**src/rtl/pcl_pkg.sv**
```systemverilog
// shared types and constants of the polygon plane clipper
`default_nettype none
package pcl_pkg;
  localparam int CW    = 32;             // coordinate width
  localparam int FB    = 16;             // fraction bits
  localparam int TB    = 32;             // fraction bits of the edge parameter t
  localparam int NATTR = 9;              // attributes per vertex
  localparam int DW    = 2*CW - FB + 2;  // plane distance width
  localparam int NW    = DW + 1;         // divider operand width
  localparam int RW    = NW + 1;         // divider remainder width
  localparam int LPW   = CW + TB + 3;    // lerp product width
  localparam int AIW   = $clog2(NATTR);  // attribute index width
  localparam int CNTW  = $clog2(TB);     // sequencer counter width

  // pending result slots of one transaction, in output order
  localparam int PH_X1 = 0;  // crossing of previous->current edge
  localparam int PH_V1 = 1;  // current vertex
  localparam int PH_X2 = 2;  // crossing of closing edge
  localparam int PH_V2 = 3;  // first vertex
  localparam int PH_M  = 4;  // end marker
  localparam int NPH   = 5;

  localparam logic EDGE_PREV  = 1'b0;
  localparam logic EDGE_CLOSE = 1'b1;

  typedef logic [NATTR-1:0][CW-1:0] vec_t;

  typedef enum logic [2:0] {
    ST_IDLE, ST_DIST, ST_PLAN, ST_PICK, ST_DIV, ST_LERP, ST_EMIT
  } state_t;

  typedef enum logic [1:0] {
    SRC_CROSS, SRC_CUR, SRC_FIRST, SRC_MARK
  } src_t;

  typedef struct packed {
    logic           capture;
    logic           mul_en;
    logic [1:0]     mul_idx;
    logic           acc_add;
    logic           set_first;
    logic           commit;
    logic           div_init;
    logic           div_step;
    logic           lmul_en;
    logic [AIW-1:0] lmul_idx;
    logic           ladd_en;
    logic [AIW-1:0] ladd_idx;
    logic           edge_sel;
    logic           load_out;
    src_t           src;
    logic           out_last;
  } cmd_t;

  typedef struct packed {
    logic cur_in;
    logic prev_in;
    logic first_in;
    logic out_free;
  } sts_t;
endpackage
`default_nettype wire

```
**src/rtl/pcl_ctrl.sv**
```systemverilog
// sequencer of the polygon plane clipper
`default_nettype none
module pcl_ctrl (
  input  wire logic          clk,
  input  wire logic          rst,
  input  wire logic          in_valid,
  input  wire logic          in_last,
  output logic               in_ready,
  input  wire pcl_pkg::sts_t sts,
  output pcl_pkg::cmd_t      cmd
);
  import pcl_pkg::*;

  state_t          state, state_next;
  logic [CNTW-1:0] cnt, cnt_next;
  logic [NPH-1:0]  mask, mask_next;
  logic            last_r, last_r_next;
  logic            mid, mid_next;
  logic            edge_r, edge_r_next;
  logic [NPH-1:0]  low_bit, rest;
  logic            fi;

  assign low_bit = mask & (~mask + NPH'(1));
  assign rest    = mask & ~low_bit;
  assign fi      = mid ? sts.first_in : sts.cur_in;

  always_ff @(posedge clk) begin
    if (rst) begin
      state  <= ST_IDLE;
      cnt    <= '0;
      mask   <= '0;
      last_r <= 1'b0;
      mid    <= 1'b0;
      edge_r <= EDGE_PREV;
    end else begin
      state  <= state_next;
      cnt    <= cnt_next;
      mask   <= mask_next;
      last_r <= last_r_next;
      mid    <= mid_next;
      edge_r <= edge_r_next;
    end
  end

  always_comb begin
    state_next  = state;
    cnt_next    = cnt;
    mask_next   = mask;
    last_r_next = last_r;
    mid_next    = mid;
    edge_r_next = edge_r;
    in_ready    = 1'b0;
    cmd         = '0;
    cmd.edge_sel = edge_r;
    unique case (state)
      ST_IDLE: begin
        in_ready = 1'b1;
        if (in_valid) begin
          cmd.capture = 1'b1;
          last_r_next = in_last;
          cnt_next    = '0;
          state_next  = ST_DIST;
        end
      end
      ST_DIST: begin
        // products issue on counts 0..2 and accumulate on counts 1..3
        cmd.mul_en  = (cnt < CNTW'(3));
        cmd.mul_idx = cnt[1:0];
        cmd.acc_add = (cnt != '0);
        if (cnt == CNTW'(3)) begin
          state_next = ST_PLAN;
        end else begin
          cnt_next = cnt + CNTW'(1);
        end
      end
      ST_PLAN: begin
        mask_next        = '0;
        mask_next[PH_X1] = mid && (sts.prev_in != sts.cur_in);
        mask_next[PH_V1] = mid && sts.cur_in;
        mask_next[PH_X2] = last_r && (sts.cur_in != fi);
        mask_next[PH_V2] = last_r && fi;
        mask_next[PH_M]  = last_r;
        cmd.set_first    = !mid;
        state_next       = ST_PICK;
      end
      ST_PICK: begin
        if (mask == '0) begin
          cmd.commit = 1'b1;
          mid_next   = !last_r;
          state_next = ST_IDLE;
        end else if (low_bit[PH_X1] || low_bit[PH_X2]) begin
          edge_r_next  = low_bit[PH_X2] ? EDGE_CLOSE : EDGE_PREV;
          cmd.edge_sel = edge_r_next;
          cmd.div_init = 1'b1;
          cnt_next     = '0;
          state_next   = ST_DIV;
        end else if (sts.out_free) begin
          cmd.load_out = 1'b1;
          cmd.out_last = (rest == '0);
          cmd.src      = low_bit[PH_V1] ? SRC_CUR :
                         (low_bit[PH_V2] ? SRC_FIRST : SRC_MARK);
          mask_next    = rest;
        end
      end
      ST_DIV: begin
        cmd.div_step = 1'b1;
        if (cnt == CNTW'(TB-1)) begin
          cnt_next   = '0;
          state_next = ST_LERP;
        end else begin
          cnt_next = cnt + CNTW'(1);
        end
      end
      ST_LERP: begin
        cmd.lmul_en  = (cnt < CNTW'(NATTR));
        cmd.lmul_idx = cnt[AIW-1:0];
        cmd.ladd_en  = (cnt != '0);
        cmd.ladd_idx = cnt[AIW-1:0] - AIW'(1);
        if (cnt == CNTW'(NATTR)) begin
          state_next = ST_EMIT;
        end else begin
          cnt_next = cnt + CNTW'(1);
        end
      end
      ST_EMIT: begin
        if (sts.out_free) begin
          cmd.load_out = 1'b1;
          cmd.src      = SRC_CROSS;
          cmd.out_last = (rest == '0);
          mask_next    = rest;
          state_next   = ST_PICK;
        end
      end
      default: state_next = ST_IDLE;
    endcase
  end
endmodule
`default_nettype wire

```
**config.mk**
```make
export PLATFORM = sky130hd
export DESIGN_NAME = pcl_ctrl
export DESIGN_NICKNAME = d
export VERILOG_FILES = /design/src/rtl/pcl_pkg.sv /design/src/rtl/pcl_ctrl.sv
export SDC_FILE = /design/constraint.sdc
export NUM_CORES = 1
export LEC_CHECK = 0
export BUFFER_PORTS_ARGS = -buffer_cell sky130_fd_sc_hd__buf_2
export CAP_MARGIN = 5
export CORE_UTILIZATION = 45
export CTS_BUF_LIST = sky130_fd_sc_hd__clkbuf_8
export DETAILED_ROUTE_END_ITERATION = 8
export PLACE_DENSITY = 0.72
export SLEW_MARGIN = 30
export SYNTH_ARGS = -nofsm -noshare
export SYNTH_HDL_FRONTEND = slang
export SYNTH_SLANG_ARGS = --single-unit
```
**constraint.sdc**
```tcl
create_clock -name clk -period 2.11 [get_ports clk]
set_clock_uncertainty 0.05 [all_clocks]
set_input_delay 0.1055 -clock clk [delete_from_list [all_inputs] [get_ports clk]]
set_output_delay 0.1055 -clock clk [all_outputs]
set_load 0.01 [all_outputs]
```
==> summary.txt <==
Routed wire length = 3310 um
DRC = 0
Leakage = 0.673 nW
RD Place Congestion = 0.883
Worst Setup Start Kind = flip-flop
Slew Viols, Final = 0
RSZ-0062 raised after global routing = no
Port bufs = 32
CP max FO = 4
Max Cap Viol = 0
Post-CTS setup buffer count = 0
Post-synthesis sequential area ratio = 24.0%
Top-area cell type share of the netlist area = 24.0%
Row count = 19
Status = finished clean
Nets = 213
WL met2 = 1600 um
Post-synth EDFFs = 0
Number of diodes = 0
Post-CTS Hold Fix Bufs = 0
CTS Buffer Depth = 2
Final setup vio count = 0
Reg2Reg Setup Slack = 0.14 ns
Worst-path clk slew = 0.07 ns
Largest area contributor in the netlist = dfxtp_1
Ys Warns = 0
Final HPWL DP = 2540 um
CTS buffer count = 3
# fillers = 268
Die W = 56.4 um
WHS = 0.0460 ns
First-pass GRT wire length = 5490 um
Clk sinks = 16
Post-Syn Nets = 180
Synthesis-to-layout area growth = 17.7%
TritonRoute pass-1 iters = 4
Final Critical Period = 1.97 ns
Initial antenna violation count = 0
Tot GR Track Use = 21.4%
Top Layer Used = met4
Worst slew pin tran = 0.501 ns
Critical path startpoint = cnt[0]$_SDFFE_PP0P_
WHS Endpoint = last_r$_SDFFE_PP0P_
ANT nets after route = 0
CTS tree = yes
Fin crit share = 93.4%
Io pins = 33
Root Buffer = clkbuf_8
Wire length on met3 = 254 um
Final Hold Fails = 0
Setup TNS = 0 ns
Via-to-Cell Ratio = 5.99
Fraction of layout cells with a size suffix above 1 = 30.2%
R2R depth = 7
Routed via count = 1378
Number of global-route vias before repair = 1225
Multi-input combinational cell area = 896 um2
Grt ovf = 0
CORE AREA = 2780 um2
WP data required = 2.21 ns
Reg2reg end = cnt[2]$_SDFFE_PP0P_
Synth area leaders = dfxtp_1 24%, a21oi_1 6.4%, ha_1 4.7%
PwrDens = 533 nW/um2
Reg-to-reg startpoint = cnt[0]$_SDFFE_PP0P_
FMAX = 0.507 GHz
Htree depth = 1
Cell area after synthesis = 1330 um2
WHS Path Cells = 3
Fraction of registers with async set/reset = 0%
Clock insertion delay at the later pin of the skew report = 0.25 ns
Largest net degree at the start of global routing = 14
Data arrival, critical path = 2.07 ns
Register bit total from synthesis = 16
DRC marker count from the first detailed-route iteration = 54
Syn Area/Cell = 7.98 um2
Starting Density = 47.9%
FF+latch area = 322 um2
Cts repair resizes = 0
Hold WC Path Type = in2reg
CP Capture Type = flip-flop
Wire per inst = 14.4 um
Worst Min Path Start = in_last
Layout Utilization = 56.4%
Slew HR = 66.4%
Wire length on met1 = 1440 um
Die Y = 56.4 um
Die area = 3180 um2
Syn Inst Count = 167
Synth cell types = 53
Dominant synthesized flop cell = dfxtp_1
Crit Path Category = reg2reg
Worst vdd ir = 0.518 mV
cell usage after synthesis, types with 2 or more instances:
cell / number
a2111oi_0: 2
nor2_1: 15
nor3_1: 8
nor2b_1: 2
a21oi_1: 17
a221oi_1: 2
clkbuf_1: 6
xor2_1: 2
or4_1: 2
ha_1: 5
nand4_1: 3
maj3_1: 2
a211oi_1: 4
buf_6: 4
and3_1: 2
and2_1: 4
o21ai_0: 5
o21bai_1: 3
mux2i_1: 4
dfxtp_1: 16
nand2_1: 11
nand3_1: 5
buf_4: 2
nand2b_1: 4
inv_1: 9
placed cells by master (no fill, tap or decap), drive strengths merged, types with 4 or more instances in the layout:
master	instances
nand3	5
nor2	15
o21ai	5
a211oi	5
a21oi	17
nand2b	4
ha	5
nand2	11
and2	4
nor3	10
inv	9
clkbuf	4
dfxtp	16
mux2i	4
buf	40
power breakdown:
group	switching (mW)	internal [mW]
registers	0.0229	0.315
logic	0.124	0.0953
clock network	0.114	0.166
how the worst max path moves through the flow:
| stage | to | slack (ns) | cells past startpoint |
|---|---|---|---|
| 3_3_place_gp | cnt[2]$_SDFFE_PP0P_ | 0.20 | 6 |
| 4_1_cts | cnt[3]$_SDFFE_PP0P_ | 0.08 | 7 |
| 5_1_grt | cmd[0] | 0.02 | 5 |
| 6_report | cnt[2]$_SDFFE_PP0P_ | 0.14 | 7 |
| 3_5_place_dp | cnt[3]$_SDFFE_PP0P_ | 0.10 | 7 |
| 2_1_floorplan | cnt[2]$_SDFFE_PP0P_ | 0.14 | 6 |
per-stage QoR:
stage	total power, mW	instance area, um2	cells	setup slack (ns)
2_1_floorplan	0.497	1330	167	0.144
3_3_place_gp	0.554	1510	226	0.203
6_report	0.837	1570	230	0.139
5_1_grt	0.882	1570	230	0.0216
4_1_cts	0.837	1560	230	0.0839
3_5_place_dp	0.558	1510	226	0.103
routing by layer:
layer  global-route usage, %  vias up
li1                        -      671
met1                    29.5      646
met2                    34.0       59
met3                    4.15        2
met4                    5.92        0
met5                       0        -
critical path: stages, from the launching register on:
cell and delay (ns):
dfxtp_1 0.40, ha_1 0.20, and3_1 0.16, ha_1 0.15, nand2b_1 0.14, a211oi_1 0.08, or4_1 0.41, a32o_1 0.27
cell type report:
| type | count | area share (%) |
|---|---|---|
| Timing Repair Buffer | 40 | 14.0 |
| Inverter | 10 | 2.39 |
| Clock buffer | 4 | 3.51 |
| Tap cell | 31 | 2.47 |
| Multi-Input combinational cell | 129 | 57.1 |
| Sequential cell | 16 | 20.5 |
kinds of logic after synthesis:
group           after synthesis  share of synthesized area, %
fa+ha+maj                     8                          7.04
mux                           5                          3.85
compound gates               44                          22.9
xor+xnor                      3                          1.97
flops                        16                          24.0
buf+inv                      22                          9.01
simple gates                 69                          31.2
flip-flops by register name, summed over array words and instances (netlist names):
register and flops:
last_r 1, mask 5, state 3, cnt 5, mid 1, edge_r 1
Note: power is estimated with default switching activity, not from simulation.
